[config.mk]
export PLATFORM = sky130hd
export DESIGN_NAME = vrot_term
export DESIGN_NICKNAME = d
export VERILOG_FILES = /design/src/design/vrot_pkg.sv /design/src/design/vrot_term.sv
export SDC_FILE = /design/constraint.sdc
export NUM_CORES = 2
export LEC_CHECK = 0
export BUFFER_PORTS_ARGS = -buffer_cell sky130_fd_sc_hd__buf_2
export CAP_MARGIN = 30
export CORE_AREA = 2 2 333 335
export CTS_CLUSTER_DIAMETER = 120
export DETAILED_ROUTE_END_ITERATION = 8
export DIE_AREA = 0 0 335 337
export GPL_TIMING_DRIVEN = 0
export PLACE_DENSITY = 0.75
export SYNTH_ARGS = -nofsm -noshare
export SYNTH_HDL_FRONTEND = slang
export SYNTH_SLANG_ARGS = --single-unit
[constraint.sdc]
create_clock -name clk -period 20.6 [get_ports clk]
set_input_delay 2.06 -clock clk [delete_from_list [all_inputs] [get_ports clk]]
set_output_delay 2.06 -clock clk [all_outputs]
set_load 0.02 [all_outputs]
[src/design/vrot_pkg.sv]
// package: widths, pipeline payload type and series reciprocal constants
`timescale 1ns / 1ps
package vrot_pkg;

  localparam int SERIES_TERMS_DEF = 9;
  localparam int VEC_W            = 16;
  localparam int ANG_W            = 16;
  localparam int A_W              = ANG_W + 3;
  localparam int A2_W             = 21;
  localparam int FRAC_W           = 16;
  localparam int TERM_W           = 24;
  localparam int SUM_W            = 26;
  localparam int RECIP_W          = 32;
  localparam int PROD_W           = TERM_W + A2_W + 1;
  localparam int MID_W            = PROD_W - FRAC_W;
  localparam int MUL_W            = MID_W + RECIP_W + 1;
  localparam int ROT_W            = VEC_W + SUM_W;
  localparam int ROT_SUM_W        = ROT_W + 1;
  localparam int ROT_SH_W         = ROT_SUM_W - FRAC_W;
  localparam logic signed [TERM_W-1:0] ONE_Q16 = TERM_W'(65536);
  localparam logic signed [VEC_W-1:0]  SAT_MAX = 16'sh7fff;
  localparam logic signed [VEC_W-1:0]  SAT_MIN = 16'sh8000;

  typedef struct packed {
    logic signed [VEC_W-1:0]  vx;
    logic signed [VEC_W-1:0]  vy;
    logic [A2_W-1:0]          a2;
    logic signed [TERM_W-1:0] s_term;
    logic signed [TERM_W-1:0] c_term;
    logic signed [SUM_W-1:0]  s_sum;
    logic signed [SUM_W-1:0]  c_sum;
  } vrot_data_t;

  // floor(2^32 / ((2k)(2k+1)))
  function automatic logic [RECIP_W-1:0] sin_recip(input int k);
    logic [RECIP_W-1:0] r;
    case (k)
      1:       r = 32'd715827882;
      2:       r = 32'd214748364;
      3:       r = 32'd102261126;
      4:       r = 32'd59652323;
      5:       r = 32'd39045157;
      6:       r = 32'd27531841;
      7:       r = 32'd20452225;
      8:       r = 32'd15790320;
      9:       r = 32'd12558383;
      10:      r = 32'd10226112;
      default: r = 32'd8488077;
    endcase
    return r;
  endfunction

  // floor(2^32 / ((2k-1)(2k)))
  function automatic logic [RECIP_W-1:0] cos_recip(input int k);
    logic [RECIP_W-1:0] r;
    case (k)
      1:       r = 32'd2147483648;
      2:       r = 32'd357913941;
      3:       r = 32'd143165576;
      4:       r = 32'd76695844;
      5:       r = 32'd47721858;
      6:       r = 32'd32537631;
      7:       r = 32'd23598721;
      8:       r = 32'd17895697;
      9:       r = 32'd14035840;
      10:      r = 32'd11302545;
      default: r = 32'd9296466;
    endcase
    return r;
  endfunction

endpackage

[src/design/vrot_term.sv]
// one series step for sine and cosine: multiply by a2, then by reciprocal and accumulate
`timescale 1ns / 1ps
module vrot_term import vrot_pkg::*; #(
  parameter int K = 1
) (
  input  logic       clk,
  input  logic       rst,
  input  logic       v_in,
  output logic       r_in,
  input  vrot_data_t d_in,
  output logic       v_out,
  input  logic       r_out,
  output vrot_data_t d_out
);
  localparam logic [RECIP_W-1:0] RS = sin_recip(K);
  localparam logic [RECIP_W-1:0] RC = cos_recip(K);

  logic                     v1;
  logic                     r2;
  vrot_data_t               d1;
  logic signed [PROD_W-1:0] ps;
  logic signed [PROD_W-1:0] pc;
  logic signed [MID_W-1:0]  ms;
  logic signed [MID_W-1:0]  mc;
  logic signed [RECIP_W:0]  rs;
  logic signed [RECIP_W:0]  rc;
  logic signed [MUL_W-1:0]  qs;
  logic signed [MUL_W-1:0]  qc;
  logic signed [MUL_W-1:0]  ns;
  logic signed [MUL_W-1:0]  nc;
  logic signed [TERM_W-1:0] ts;
  logic signed [TERM_W-1:0] tc;

  assign r2   = !v_out || r_out;
  assign r_in = !v1 || r2;

  always_ff @(posedge clk) begin
    if (rst) begin
      v1    <= 1'b0;
      v_out <= 1'b0;
    end else begin
      if (r_in) begin
        v1 <= v_in;
      end
      if (r2) begin
        v_out <= v1;
      end
    end
  end

  always_ff @(posedge clk) begin
    if (r_in) begin
      d1 <= d_in;
      ps <= d_in.s_term * $signed({1'b0, d_in.a2});
      pc <= d_in.c_term * $signed({1'b0, d_in.a2});
    end
  end

  always_comb begin
    ms = ps[PROD_W-1:FRAC_W];
    mc = pc[PROD_W-1:FRAC_W];
    rs = {1'b0, RS};
    rc = {1'b0, RC};
    qs = ms * rs;
    qc = mc * rc;
    ns = -(qs >>> RECIP_W);
    nc = -(qc >>> RECIP_W);
    ts = ns[TERM_W-1:0];
    tc = nc[TERM_W-1:0];
  end

  always_ff @(posedge clk) begin
    if (r2) begin
      d_out.vx     <= d1.vx;
      d_out.vy     <= d1.vy;
      d_out.a2     <= d1.a2;
      d_out.s_term <= ts;
      d_out.c_term <= tc;
      d_out.s_sum  <= d1.s_sum + SUM_W'(ts);
      d_out.c_sum  <= d1.c_sum + SUM_W'(tc);
    end
  end
endmodule

* Word-level counts from Yosys, hierarchy flattened *
Cells that the tools add are included.

word-level totals
  register bits after elaboration = 347
  input bits = 157
  logic and storage cells = 27
  output and inout port bits = 155

operators by class
  $mul = 3
  $add $sub $neg = 4
  reductions and logical operators = 4

operators with widths
  operator                                                                count
  30-bit by 30-bit multiplier with 55-bit output (second input constant)  1
  26-bit by 24-bit adder with 26-bit output                               2
  24-bit negator                                                          2
  24-bit by 22-bit multiplier with 46-bit output                          1
  24-bit by 22-bit multiplier with 41-bit output                          1
  1-bit logical NOT                                                       2
  1-bit logical OR                                                        2

* Logic depth before layout (Yosys ltp) *
  depth after elaboration = 3
  depth in mapped cells = 42
  mapped depth without buffers = 42

* Worst setup path after synthesis *
OpenSTA, ideal clock, no wires.

  path type = reg-to-reg
  start point = reg ps[45]
  end point = reg d_out[51] (netlist name), data pin
  setup time = 268 ps
  period minus slack after synthesis = 11071 ps
  arrival = 10803 ps
  setup slack = 9529 ps
  buffers on the path = 1
  cell stages (with the launch flop) = 39
  data required time = 20332 ps
  cells stage by stage = edfxtp_1 -> ha_1 -> inv_1 -> ha_1 -> fa_1 -> inv_1 -> fa_1 -> inv_1 -> fa_1 -> inv_1 -> fa_1 -> fa_1 -> inv_1 -> fa_1 -> ha_1 -> clkbuf_1 -> a21o_2 -> or2_2 -> (+3 left out) -> or4b_4 -> or3b_2 -> nor4_1 -> a21oi_1 -> ha_1 -> and2_1 -> a221o_1 -> a21o_1 -> a21o_1 -> nor2b_1 -> a21oi_1 -> a31oi_1 -> and2_1 -> o21ai_0 -> nand2_1 -> a21o_1 -> a21oi_1 -> xnor3_1

between the ends
  word-level cells in the longest chain between the ends = 3

RTL lines
  element                                         line             source
  start, declared                                 vrot_term.sv:21  logic signed [PROD_W-1:0] ps;
  start signal, assigned                          vrot_term.sv:54  ps <= d_in.s_term * $signed({1'b0, d_in.a2});
  30-bit by 30-bit multiplier with 55-bit output  vrot_term.sv:64  qs = ms * rs;
  24-bit negator                                  vrot_term.sv:66  ns = -(qs >>> RECIP_W);
  net ns[13]                                      vrot_term.sv:29  logic signed [MUL_W-1:0] ns;
  26-bit by 24-bit adder with 26-bit output       vrot_term.sv:79  d_out.s_sum <= d1.s_sum + SUM_W'(ts);
  end, declared                                   vrot_term.sv:13  output vrot_data_t d_out

The timed path passes the listed nets, and every way through them passes these cells.
A chain may end at the register's enable or synchronous reset.

* Worst setup path in the final report *
  start point = reg ps[17]
  end point = reg d_out[50] (netlist name), data pin

Same word-level chain as after synthesis.

==> qor.txt <==
Vias/cell - 5.50
Register area share after synthesis - 15.2%
Filler cell count - 9,017
Worst EP required - 20.92 ns
Dpl ws - 8.93 ns
Area grow syn2layout - 7.93%
Latest clock arrival within the worst-skew pair - 0.60 ns
TNS Setup - 0 ns
GRT Total Usage - 30.5%
Inst Count DP - 7,832
#FFs+latches synth - 314
RSZ-0062 raised after global routing - false
Status - finished clean
DRC Markers - 0
Simple-gate area share of the yosys netlist - 10.7%
Max incr delay on CP - 0.71 ns
Mux share of post-synthesis cell area - 0.0809%
Final setup violating endpoints - 0
Die area - 113,000 sq um
Die Width - 335 microns
Compound-gate portion of the synthesized area - 4.26%
CTS tree - built
Root Driver - clkbuf_16
Num CTS Buffers - 36
Tmin final - 11.86 ns
XOR/XNOR Fraction of Synth Area - 3.17%
Antenna violations before repair - 22
Max Root-Sink Buffers - 3
CP max FO - 7
Crit path DAT - 12.18 ns
Largest family of logic cells by synthesized area - adder cells
Max-slew headroom - 24.3%
Highest Clock Rate - 84.3 MHz
Post_cts resized - 0
Number of port buffers - 310
Number of setup buffers added after CTS - 0
Type of the worst min-delay path - reg2reg
Core area - 110,000 sq um
Clock slew at reported path FFs - 0.06 ns
Synth top area share - 44.0%
IO Count - 312
Final Hold Viols - 0
Starting Density - 56.5%
Yosys warning total - 0
Crit end category - flip-flop
Max-Cap Viols - 0
Rows - 122
Worst-Margin Slew - 1.14 ns
H-tree Lvls - 2
Router iterations before antenna repair - 7
Syn_nets - 8,156
Area of the mapped netlist - 61,900 sq um
EDFF count, synth - 312
Post-synth top flop - edfxtp_1
Avg Cell Area, Syn - 10.2 sq um
Synth area leaders - fa_1 44%, edfxtp_1 15%, ha_1 11%
Largest net degree at the start of global routing - 91
First-pass GRT wire length - 259,000 microns
Layout Cells excl Fill - 7,916
Post-Route Skew - 0.0305 ns
Dpl hpwl - 142,000 microns
Drt first-iter violations - 3,496
Design area - 66,800 sq um
Slack of the critical path - 8.74 ns
Post-DRT Antenna Nets - 0
Total gr overflow - 0
Via count - 43,500
Post-synthesis adder-cell area fraction - 55.2%
WS Path Type - reg2reg
WL final - 166,000 microns
Ratio of final minimum period to clock period - 57.6%
Unique cell type count in the Yosys netlist - 97
GPL Wtd Cong - 0.989
Critical Path Start Type - flip-flop
Post-synth ARST share - 0%
Layout net count - 8,522
Vias in the first global route - 46,400
Chip Height - 337 microns
Clock Sinks - 314
Leading area contributor after synthesis - fa_1
Slowest-stage cell, CP - a2111oi_0
DR WL/cell - 21.0 microns
Fraction of layout cells with a size suffix above 1 - 6.83%
Placed instance area - 65,500 sq um
# hold bufs at CTS - 0
Slew Limit Fails - 0
Synthesized instance count - 6,083
## layout make-up
cell class,instances,area [sq um],share of cell area (%)
Buffer,212,812,1.22
Antenna cell,16,40.0,0.0599
Multi-Input combinational cell,3895,45400,68.0
Tap cell,1426,1780,2.67
Inverter,1662,6240,9.35
Timing Repair Buffer,328,1890,2.83
Sequential cell,314,9410,14.1
Clock buffer,42,923,1.38
Clock inverter,21,254,0.380
## cells in the mapped netlist (all sizes together) (5+ instances only)
master	instances
nand3	32
nor2	85
a2111oi	8
a211o	5
a211oi	18
nand4	15
a31oi	12
nand2	720
a21o	71
clkbuf	208
xnor2	139
o31ai	5
nor3	37
o31a	7
a21oi	105
o211ai	8
inv	1662
ha	557
nor4	10
a311oi	5
nand2b	17
and3	15
mux2i	5
o21a	16
xor2	79
fa	1359
o21bai	24
or2	10
or4	8
and2	376
nor2b	14
edfxtp	312
or3	16
o21ai	52
## routing by layer
metal / routed length [microns] / vias to the layer above / global-route usage (%)
li1: - / 18800 / -
met1: 63500 / 22200 / 39.8
met2: 78500 / 2079 / 49.8
met3: 17600 / 423 / 7.36
met4: 6590 / 4 / 11.2
met5: 28 / - / 0
## state kept, by name, indices dropped and copies added (netlist names)
register  cells
ps           30
v1            1
d1          105
v_out         1
d_out       153
pc           24
## kinds of logic after synthesis
| logic type | Yosys count |
|---|---|
| flip-flops | 314 |
| AND/OR/NAND/NOR | 1376 |
| adder cells (fa/ha/maj) | 1916 |
| AO/OA/AOI/OAI | 379 |
| XOR/XNOR | 219 |
| multiplexers | 5 |
| buffers and inverters | 1874 |
## placed cells by master (no fill, tap or decap), types with 15 or more instances in the layout
cell and n:
buf_2 311, xnor2_1 137, clkbuf_16 36, edfxtp_1 312
nand3_1 32, diode_2 16, fa_1 1359, a21o_1 68
and3_1 15, a21oi_1 105, clkbuf_1 214, ha_1 557
o21bai_1 23, o21a_1 16, nand2_1 719, xor2_1 77
a211oi_1 15, nor2_1 84, inv_1 1660, o21ai_0 42
nand4_1 15, nand2b_1 17, nor3_1 36, and2_1 374
## critical path: cells and delay by family, from the launching register on
family | cells | cell delay (ns)
xor gates and xnor gates | 3 | 0.82
buffers and inverters | 4 | 0.24
adders and majority gates | 10 | 4.22
AOI/OAI and AO/OA | 14 | 4.31
and+or+nand+nor | 4 | 1.36
DFF | 1 | 0.61
## worst paths after layout
path / from / endpoint / slack [ns] / cells after the start
hold reg to reg: d1[130] / d_out[130] / 0.42 / 0
hold / removal: d1[130] / d_out[130] / 0.42 / 0
setup / recovery: ps[17] / d_out[50] / 8.74 / 35
setup reg to reg: ps[17] / d_out[50] / 8.74 / 35
## through the flow
| stage | hold slack (ns) | utilization, % |
|---|---|---|
| 2_1_floorplan | 0.400 | - |
| 3_3_place_gp | 0.400 | 59.5 |
| 3_5_place_dp | 0.405 | 59.8 |
| 4_1_cts | 0.417 | 60.9 |
| 5_1_grt | 0.422 | 60.9 |
| 6_report | 0.415 | 61.0 |
Power is not shown: default switching activity piles up to over one toggle a cycle in this logic, so the estimate is an artifact.
