## src/design/vrot_pkg.sv

```systemverilog
// package: widths, pipeline payload type and series reciprocal constants
`timescale 1ns / 1ps
package vrot_pkg;

  localparam int SERIES_TERMS_DEF = 9;
  localparam int VEC_W            = 16;
  localparam int ANG_W            = 16;
  localparam int A_W              = ANG_W + 3;
  localparam int A2_W             = 21;
  localparam int FRAC_W           = 16;
  localparam int TERM_W           = 24;
  localparam int SUM_W            = 26;
  localparam int RECIP_W          = 32;
  localparam int PROD_W           = TERM_W + A2_W + 1;
  localparam int MID_W            = PROD_W - FRAC_W;
  localparam int MUL_W            = MID_W + RECIP_W + 1;
  localparam int ROT_W            = VEC_W + SUM_W;
  localparam int ROT_SUM_W        = ROT_W + 1;
  localparam int ROT_SH_W         = ROT_SUM_W - FRAC_W;
  localparam logic signed [TERM_W-1:0] ONE_Q16 = TERM_W'(65536);
  localparam logic signed [VEC_W-1:0]  SAT_MAX = 16'sh7fff;
  localparam logic signed [VEC_W-1:0]  SAT_MIN = 16'sh8000;

  typedef struct packed {
    logic signed [VEC_W-1:0]  vx;
    logic signed [VEC_W-1:0]  vy;
    logic [A2_W-1:0]          a2;
    logic signed [TERM_W-1:0] s_term;
    logic signed [TERM_W-1:0] c_term;
    logic signed [SUM_W-1:0]  s_sum;
    logic signed [SUM_W-1:0]  c_sum;
  } vrot_data_t;

  // floor(2^32 / ((2k)(2k+1)))
  function automatic logic [RECIP_W-1:0] sin_recip(input int k);
    logic [RECIP_W-1:0] r;
    case (k)
      1:       r = 32'd715827882;
      2:       r = 32'd214748364;
      3:       r = 32'd102261126;
      4:       r = 32'd59652323;
      5:       r = 32'd39045157;
      6:       r = 32'd27531841;
      7:       r = 32'd20452225;
      8:       r = 32'd15790320;
      9:       r = 32'd12558383;
      10:      r = 32'd10226112;
      default: r = 32'd8488077;
    endcase
    return r;
  endfunction

  // floor(2^32 / ((2k-1)(2k)))
  function automatic logic [RECIP_W-1:0] cos_recip(input int k);
    logic [RECIP_W-1:0] r;
    case (k)
      1:       r = 32'd2147483648;
      2:       r = 32'd357913941;
      3:       r = 32'd143165576;
      4:       r = 32'd76695844;
      5:       r = 32'd47721858;
      6:       r = 32'd32537631;
      7:       r = 32'd23598721;
      8:       r = 32'd17895697;
      9:       r = 32'd14035840;
      10:      r = 32'd11302545;
      default: r = 32'd9296466;
    endcase
    return r;
  endfunction

endpackage

```

## src/design/vrot_if.sv

```systemverilog


interface vrot_out_if;
  logic               valid;
  logic               ready;
  logic signed [15:0] rot_x;
  logic signed [15:0] rot_y;
  logic               saturated;
  modport source (output valid, rot_x, rot_y, saturated, input ready);
  modport sink   (input valid, rot_x, rot_y, saturated, output ready);
endinterface

```

## src/design/vrot_out.sv

```systemverilog
// rotation products, combine, scale and saturate into the output register
`timescale 1ns / 1ps
module vrot_out import vrot_pkg::*; (
  input  logic       clk,
  input  logic       rst,
  input  logic       v_in,
  output logic       r_in,
  input  vrot_data_t d_in,
  vrot_out_if.source dst
);
  logic                        v1;
  logic                        r2;
  logic signed [ROT_W-1:0]     pxc;
  logic signed [ROT_W-1:0]     pys;
  logic signed [ROT_W-1:0]     pxs;
  logic signed [ROT_W-1:0]     pyc;
  logic signed [ROT_SUM_W-1:0] sx;
  logic signed [ROT_SUM_W-1:0] sy;
  logic signed [ROT_SH_W-1:0]  hx;
  logic signed [ROT_SH_W-1:0]  hy;
  logic signed [VEC_W-1:0]     ox;
  logic signed [VEC_W-1:0]     oy;
  logic                        cx;
  logic                        cy;

  assign r2   = !dst.valid || dst.ready;
  assign r_in = !v1 || r2;

  always_ff @(posedge clk) begin
    if (rst) begin
      v1        <= 1'b0;
      dst.valid <= 1'b0;
    end else begin
      if (r_in) begin
        v1 <= v_in;
      end
      if (r2) begin
        dst.valid <= v1;
      end
    end
  end

  always_ff @(posedge clk) begin
    if (r_in) begin
      pxc <= d_in.vx * d_in.c_sum;
      pys <= d_in.vy * d_in.s_sum;
      pxs <= d_in.vx * d_in.s_sum;
      pyc <= d_in.vy * d_in.c_sum;
    end
  end

  always_comb begin
    sx = ROT_SUM_W'(pxc) - ROT_SUM_W'(pys);
    sy = ROT_SUM_W'(pxs) + ROT_SUM_W'(pyc);
    hx = sx[ROT_SUM_W-1:FRAC_W];
    hy = sy[ROT_SUM_W-1:FRAC_W];
    cx = 1'b1;
    cy = 1'b1;
    if (hx > ROT_SH_W'(SAT_MAX)) begin
      ox = SAT_MAX;
    end else if (hx < ROT_SH_W'(SAT_MIN)) begin
      ox = SAT_MIN;
    end else begin
      ox = hx[VEC_W-1:0];
      cx = 1'b0;
    end
    if (hy > ROT_SH_W'(SAT_MAX)) begin
      oy = SAT_MAX;
    end else if (hy < ROT_SH_W'(SAT_MIN)) begin
      oy = SAT_MIN;
    end else begin
      oy = hy[VEC_W-1:0];
      cy = 1'b0;
    end
  end

  always_ff @(posedge clk) begin
    if (r2) begin
      dst.rot_x     <= ox;
      dst.rot_y     <= oy;
      dst.saturated <= cx || cy;
    end
  end
endmodule

```

## src/flat_wrapper.sv

```systemverilog
// flat-port wrapper written by rule: the top's interface ports become plain ports
module vrot_out_flat import vrot_pkg::*;
  (clk, rst, v_in, r_in, d_in, dst_valid, dst_rot_x, dst_rot_y, dst_saturated, dst_ready);
  vrot_out_if dst_i ();
  input  logic clk;
  input  logic rst;
  input  logic v_in;
  output logic r_in;
  input  vrot_data_t d_in;
  output wire logic [$bits(dst_i.valid)-1:0] dst_valid;
  output wire logic [$bits(dst_i.rot_x)-1:0] dst_rot_x;
  output wire logic [$bits(dst_i.rot_y)-1:0] dst_rot_y;
  output wire logic [$bits(dst_i.saturated)-1:0] dst_saturated;
  input wire logic [$bits(dst_i.ready)-1:0] dst_ready;
  assign dst_valid = dst_i.valid;
  assign dst_rot_x = dst_i.rot_x;
  assign dst_rot_y = dst_i.rot_y;
  assign dst_saturated = dst_i.saturated;
  assign dst_i.ready = dst_ready;
  vrot_out u_core (.clk(clk), .rst(rst), .v_in(v_in), .r_in(r_in), .d_in(d_in), .dst(dst_i));
endmodule
```

## config.mk

```make
export PLATFORM = sky130hd
export DESIGN_NAME = vrot_out_flat
export DESIGN_NICKNAME = d
export VERILOG_FILES = /design/src/design/vrot_pkg.sv /design/src/design/vrot_if.sv /design/src/design/vrot_out.sv /design/src/flat_wrapper.sv
export SDC_FILE = /design/constraint.sdc
export NUM_CORES = 2
export LEC_CHECK = 0
export ABC_AREA = 1
export BUFFER_PORTS_ARGS = -buffer_cell sky130_fd_sc_hd__buf_2
export CELL_PAD_IN_SITES_DETAIL_PLACEMENT = 1
export CELL_PAD_IN_SITES_GLOBAL_PLACEMENT = 2
export CORE_UTILIZATION = 40
export DETAILED_ROUTE_END_ITERATION = 12
export GPL_TIMING_DRIVEN = 0
export PLACE_DENSITY = 0.95
export SLEW_MARGIN = 20
export SYNTH_ARGS = -nofsm -noshare
export SYNTH_HDL_FRONTEND = slang
export SYNTH_SLANG_ARGS = --single-unit
```

## constraint.sdc

```tcl
create_clock -name clk -period 7.85 [get_ports clk]
set_input_delay 0.3925 -clock clk [delete_from_list [all_inputs] [get_ports clk]]
set_output_delay 0.3925 -clock clk [all_outputs]
set_load 0.005 [all_outputs]
```

# After elaboration in Yosys (flattened, before gate mapping)
# Index checks and enable logic that the tools add are counted.
word_totals:
  inputBits: 157
  wordCells: 30
  reg_bits: 203
classes:
  addsub: 2
  n_mul: 4
  muxes: 6
  n_reduce_logical: 5
  n_lt_le_gt_ge: 4
ops:
  columns: ["operator", "n"]
  rows:
  - ["multiplier 16 x 26 -> 42 bit", 4]
  - ["greater-than comparator 27 x 16 -> 1 bit (second input constant)", 2]
  - ["less-than comparator 27 x 16 -> 1 bit (second input constant)", 2]
  - ["adder 42 x 42 -> 43 bit", 1]
  - ["subtractor 42 x 42 -> 43 bit", 1]
  - ["two-way mux 16 bit", 2]
  - ["two-way mux 1 bit", 4]
  - ["logical OR 1 bit", 3]
  - ["logical NOT 1 bit", 2]

# Longest topological paths before layout
logic_depth:
  ltp_word: 5
  mapped_depth: 30

# Worst setup path after synthesis
# OpenSTA, ideal clock, no wires.
synth_timing:
  path_kind: "input port to flip-flop"
  startpoint: "in dst_ready"
  endpoint: "reg u_core.pxc[0], enable pin"
  setup_time_ns: 1.819
  path_stages: 2
  arrival_ns: 4.235
  required_time_ns: 6.031
  n_path_buf: 0
  setup_slack_ns: 1.796
  path_cell_list: "inv_1 nand3_1"
synth_between:
  elab_chain_len: 2
synth_rtl:
  columns: ["element", "line", "source"]
  rows:
  - ["start: declaration", "flat_wrapper.sv:14", "input wire logic [$bits(dst_i.ready)-1:0] dst_ready;"]
  - ["logical OR 1 bit", "vrot_out.sv:26", "assign r2 = !dst.valid || dst.ready;"]
  - ["logical OR 1 bit", "vrot_out.sv:27", "assign r_in = !v1 || r2;"]
  - ["named net r_in", "flat_wrapper.sv:8", "output logic r_in;"]
  - ["end signal: assignment", "vrot_out.sv:45", "pxc <= d_in.vx * d_in.c_sum;"]
  - ["end: declaration", "vrot_out.sv:13", "logic signed [ROT_W-1:0] pxc;"]
# The timed path passes the listed nets, and every way through them passes these cells.
# A chain may end at the register's enable or synchronous reset.

# Worst setup path in the final report
layout_timing:
  startpoint: "in d_in[122] in the netlist's numbering"
  endpoint: "reg u_core.pyc[36], data pin"
layout_between:
  elab_chain_len: 1
layout_rtl:
  columns: ["element", "line", "source"]
  rows:
  - ["start: declaration", "flat_wrapper.sv:9", "input vrot_data_t d_in;"]
  - ["multiplier 16 x 26 -> 42 bit", "vrot_out.sv:48", "pyc <= d_in.vy * d_in.c_sum;"]
  - ["end signal: assignment", "vrot_out.sv:48", null]
  - ["end: declaration", "vrot_out.sv:16", "logic signed [ROT_W-1:0] pyc;"]
# Every way passes these cells.

==> results.md <==
* CTS Root Cell: clkbuf_16
* Drc violations at 0
* Remaining Overflow, GRT at 0
* Hpwl dp at 266,000 um
* Via count of the first global-routing pass at 68.8k
* Die area at 0.186 sq mm
* Top post-synthesis cells by area: fa_1 (44%), inv_1 (15%), nand2_1 (13%), ha_1 (8.3%), edfxtp_1 (8.2%)
* Die W at 431 um
* Initial DRC Count at 4,740
* Relative slew slack at 14.1%
* Clock Path Buffers at 3
* Post-synthesis cell type count at 47
* Crit end category: flop
* Post-synth top area share at 43.7%
* Hold path startpoint: v_in
* Reg clk slew, reported paths at 60 ps
* Asr flop ratio synth at 0%
* Synth Flop Type: edfxtp_1
* Mapped Nets at 11.7k
* PortBufs at 92
* Post-synth EDFFs at 201
* TritonCTS buffer count at 27
* Initial antenna violation count at 22
* Crit Reg-Reg Startpoint: u_core.pyc[34]
* Layout Area Growth over Synthesis at 6.56%
* GRT Util Overall at 33.2%
* Seq/Total Area, Yosys at 8.25%
* Measured slew at the worst slew-check pin at 1290 ps
* Wire per inst at 25.2 um
* Share of layout cells above drive strength 1 at 2.69%
* Core Area at 0.183 sq mm
* Tightest Hold Check Type: in -> reg
* RePlAce Congestion at 0.986
* Synth top cells by count: inv_1 (2,949), nand2_1 (2,492), fa_1 (1,608)
* First-pass GRT wire length at 448,000 um
* I/O pin count at 192
* Chip Height at 431 um
* Std-Cell Rows at 157
* Critical Path AT at 8040 ps
* Post-Route WL at 304,000 um
* Yosys warning count at 0
* Max FO, Critical Path at 10
* Mapped Avg Cell Area at 7.82 sq um
* Final setup vio count at 0
* Data required, critical path at 8190 ps
* Max-slew violations at 0
* Post-route ant nets at 0
* Fmax at 130 MHz
* Leading area contributor after synthesis: fa_1
* Starting Density at 40.2%
* Worst setup SP type: primary input
* Core Util, Final at 42.9%
* Vias per std cell at 5.12
* Synthesized instance count at 9,418
* TritonCTS Sinks at 203
* Crit path kind: in -> reg
* Clock skew at 18.1 ps
* MaxCap Viol Count at 0
* Pin count of the biggest net entering global routing at 58
* Fill cell count at 22.8k
* Worst Setup SP: d_in[122]
* H-tree Lvls at 1
* Routed vias at 61.7k
* CTS tree: built
* Outcome: finished clean
* Part of the cycle the worst path needs at 98.1%
* Nets@finish at 11.8k
* Min Tclk post-route at 7700 ps
* Count leader, synth: inv_1
* Post-CTS setup buffer count at 0
* 1st-pass router iterations at 5
* Mapped cell area at 0.0737 sq mm
* Clk_lat worst skew at 590 ps
* RSZ-0062 raised after global routing: no
* Synth Register Bits at 203
* Final hold violations at 0
==> cells by family after synthesis <==
kind of cell	Yosys count	synth area share [%]
simple gates	3070	16.2
compound gates	515	3.97
fa+ha+maj	2098	52.0
xor+xnor	221	2.63
buf+inv	3311	16.9
flops	203	8.25
==> path summary, 6_finish.rpt <==
check	to	slack (ps)	depth (start not counted)
worst min register to register	u_core.dst.valid	490	2
worst max-delay path	u_core.pyc[36]	150	22
worst min-delay path	u_core.v1	50	3
worst max register to register	u_core.dst.rot_y[1]	4240	16
==> what timing repair did <==
action | 4_1_cts | 5_1_grt
hold buffers | 1 | 0
endpoints found under the setup margin | 0 | 8
endpoints found under the hold margin | 2 | 0
gates resized for setup | 0 | 60
==> sequential cells by signal (all words and copies together) (netlist names) <==
name                  cells
u_core.v1                 1
u_core.dst.rot_y         16
u_core.dst.rot_x         16
u_core.pxc               42
u_core.dst.saturated      1
u_core.pxs               42
u_core.dst.valid          1
u_core.pyc               42
u_core.pys               42
==> cell usage in the layout (no fill, tap or decap), drive strengths merged, types with 3 or more instances in the layout <==
master | netlist | routed
inv | 2955 | 2961
nand2 | 2505 | 2505
fa | 1608 | 1608
ha | 490 | 490
nor2 | 394 | 394
clkbuf | 329 | 349
a21oi | 262 | 262
edfxtp | 201 | 201
xor2 | 131 | 131
o21ai | 124 | 124
buf | 22 | 119
nand3 | 99 | 99
xnor2 | 90 | 90
a31oi | 31 | 31
nor3 | 28 | 28
o21bai | 23 | 23
nand4 | 22 | 22
a21o | 21 | 21
o21a | 19 | 19
diode | 0 | 15
nor4 | 13 | 13
clkinv | 5 | 12
o221ai | 9 | 9
clkdlybuf4s15 | 0 | 8
bufinv | 0 | 6
a21boi | 5 | 5
o2111ai | 4 | 4
o31ai | 4 | 4
o211ai | 4 | 4
a31o | 3 | 3
and3 | 3 | 3
and2 | 3 | 3
nand3b | 3 | 3
==> worst max-delay path, stage by stage <==
cell and delay [ps]:
clkdlybuf4s15_1 740, clkbuf_1 640, nand2_1 170, fa_1 550
fa_1 540, fa_1 530, inv_1 60, fa_1 450
fa_1 520, inv_1 50, fa_1 480, inv_1 50
ha_1 460, a21oi_1 810, o21ai_0 210, a21oi_1 180
nand2_1 90, a21oi_1 320, o21ai_0 200, a21oi_1 250
o21ai_0 140, xor2_1 180
==> stage by stage <==
stage | std cells | instance area, sq um | TNS, ps | hold slack (ps) | setup WS, ps
after floorplan | 9418 | 73700 | 0 | 424 | 1800
after global routing | 12000 | 78500 | 0 | 28.5 | 5.50
final | 12000 | 78500 | 0 | 46.2 | 150
after CTS | 12000 | 78400 | 0 | 2.64 | 62.2
after global placement | 12000 | 77200 | -180250 | 430 | -1040
after detailed placement | 12000 | 77400 | -5890 | 482 | -549
==> cell type report <==
type / count / area, sq um / area share (%)
Multi-Input combinational cell: 5904 / 55200 / 70.3
Inverter: 2960 / 11100 / 14.2
Sequential cell: 203 / 6080 / 7.74
Tap cell: 2464 / 3080 / 3.93
Buffer: 351 / 1460 / 1.86
Clock buffer: 27 / 676 / 0.861
Timing Repair Buffer: 99 / 616 / 0.784
Clock inverter: 21 / 287 / 0.365
Antenna cell: 15 / 37.5 / 0.0478
==> routing by layer <==
layer / up-vias / wire length (um) / track usage (%)
li1: 26900 / - / -
met3: 594 / 21400 / 5.47
met4: 4 / 20300 / 18.2
met1: 32100 / 121000 / 41.9
met2: 2125 / 141000 / 54.2
met5: - / 33 / 0
Power is not shown: default switching activity piles up to over one toggle a cycle in this logic, so the estimate is an artifact.
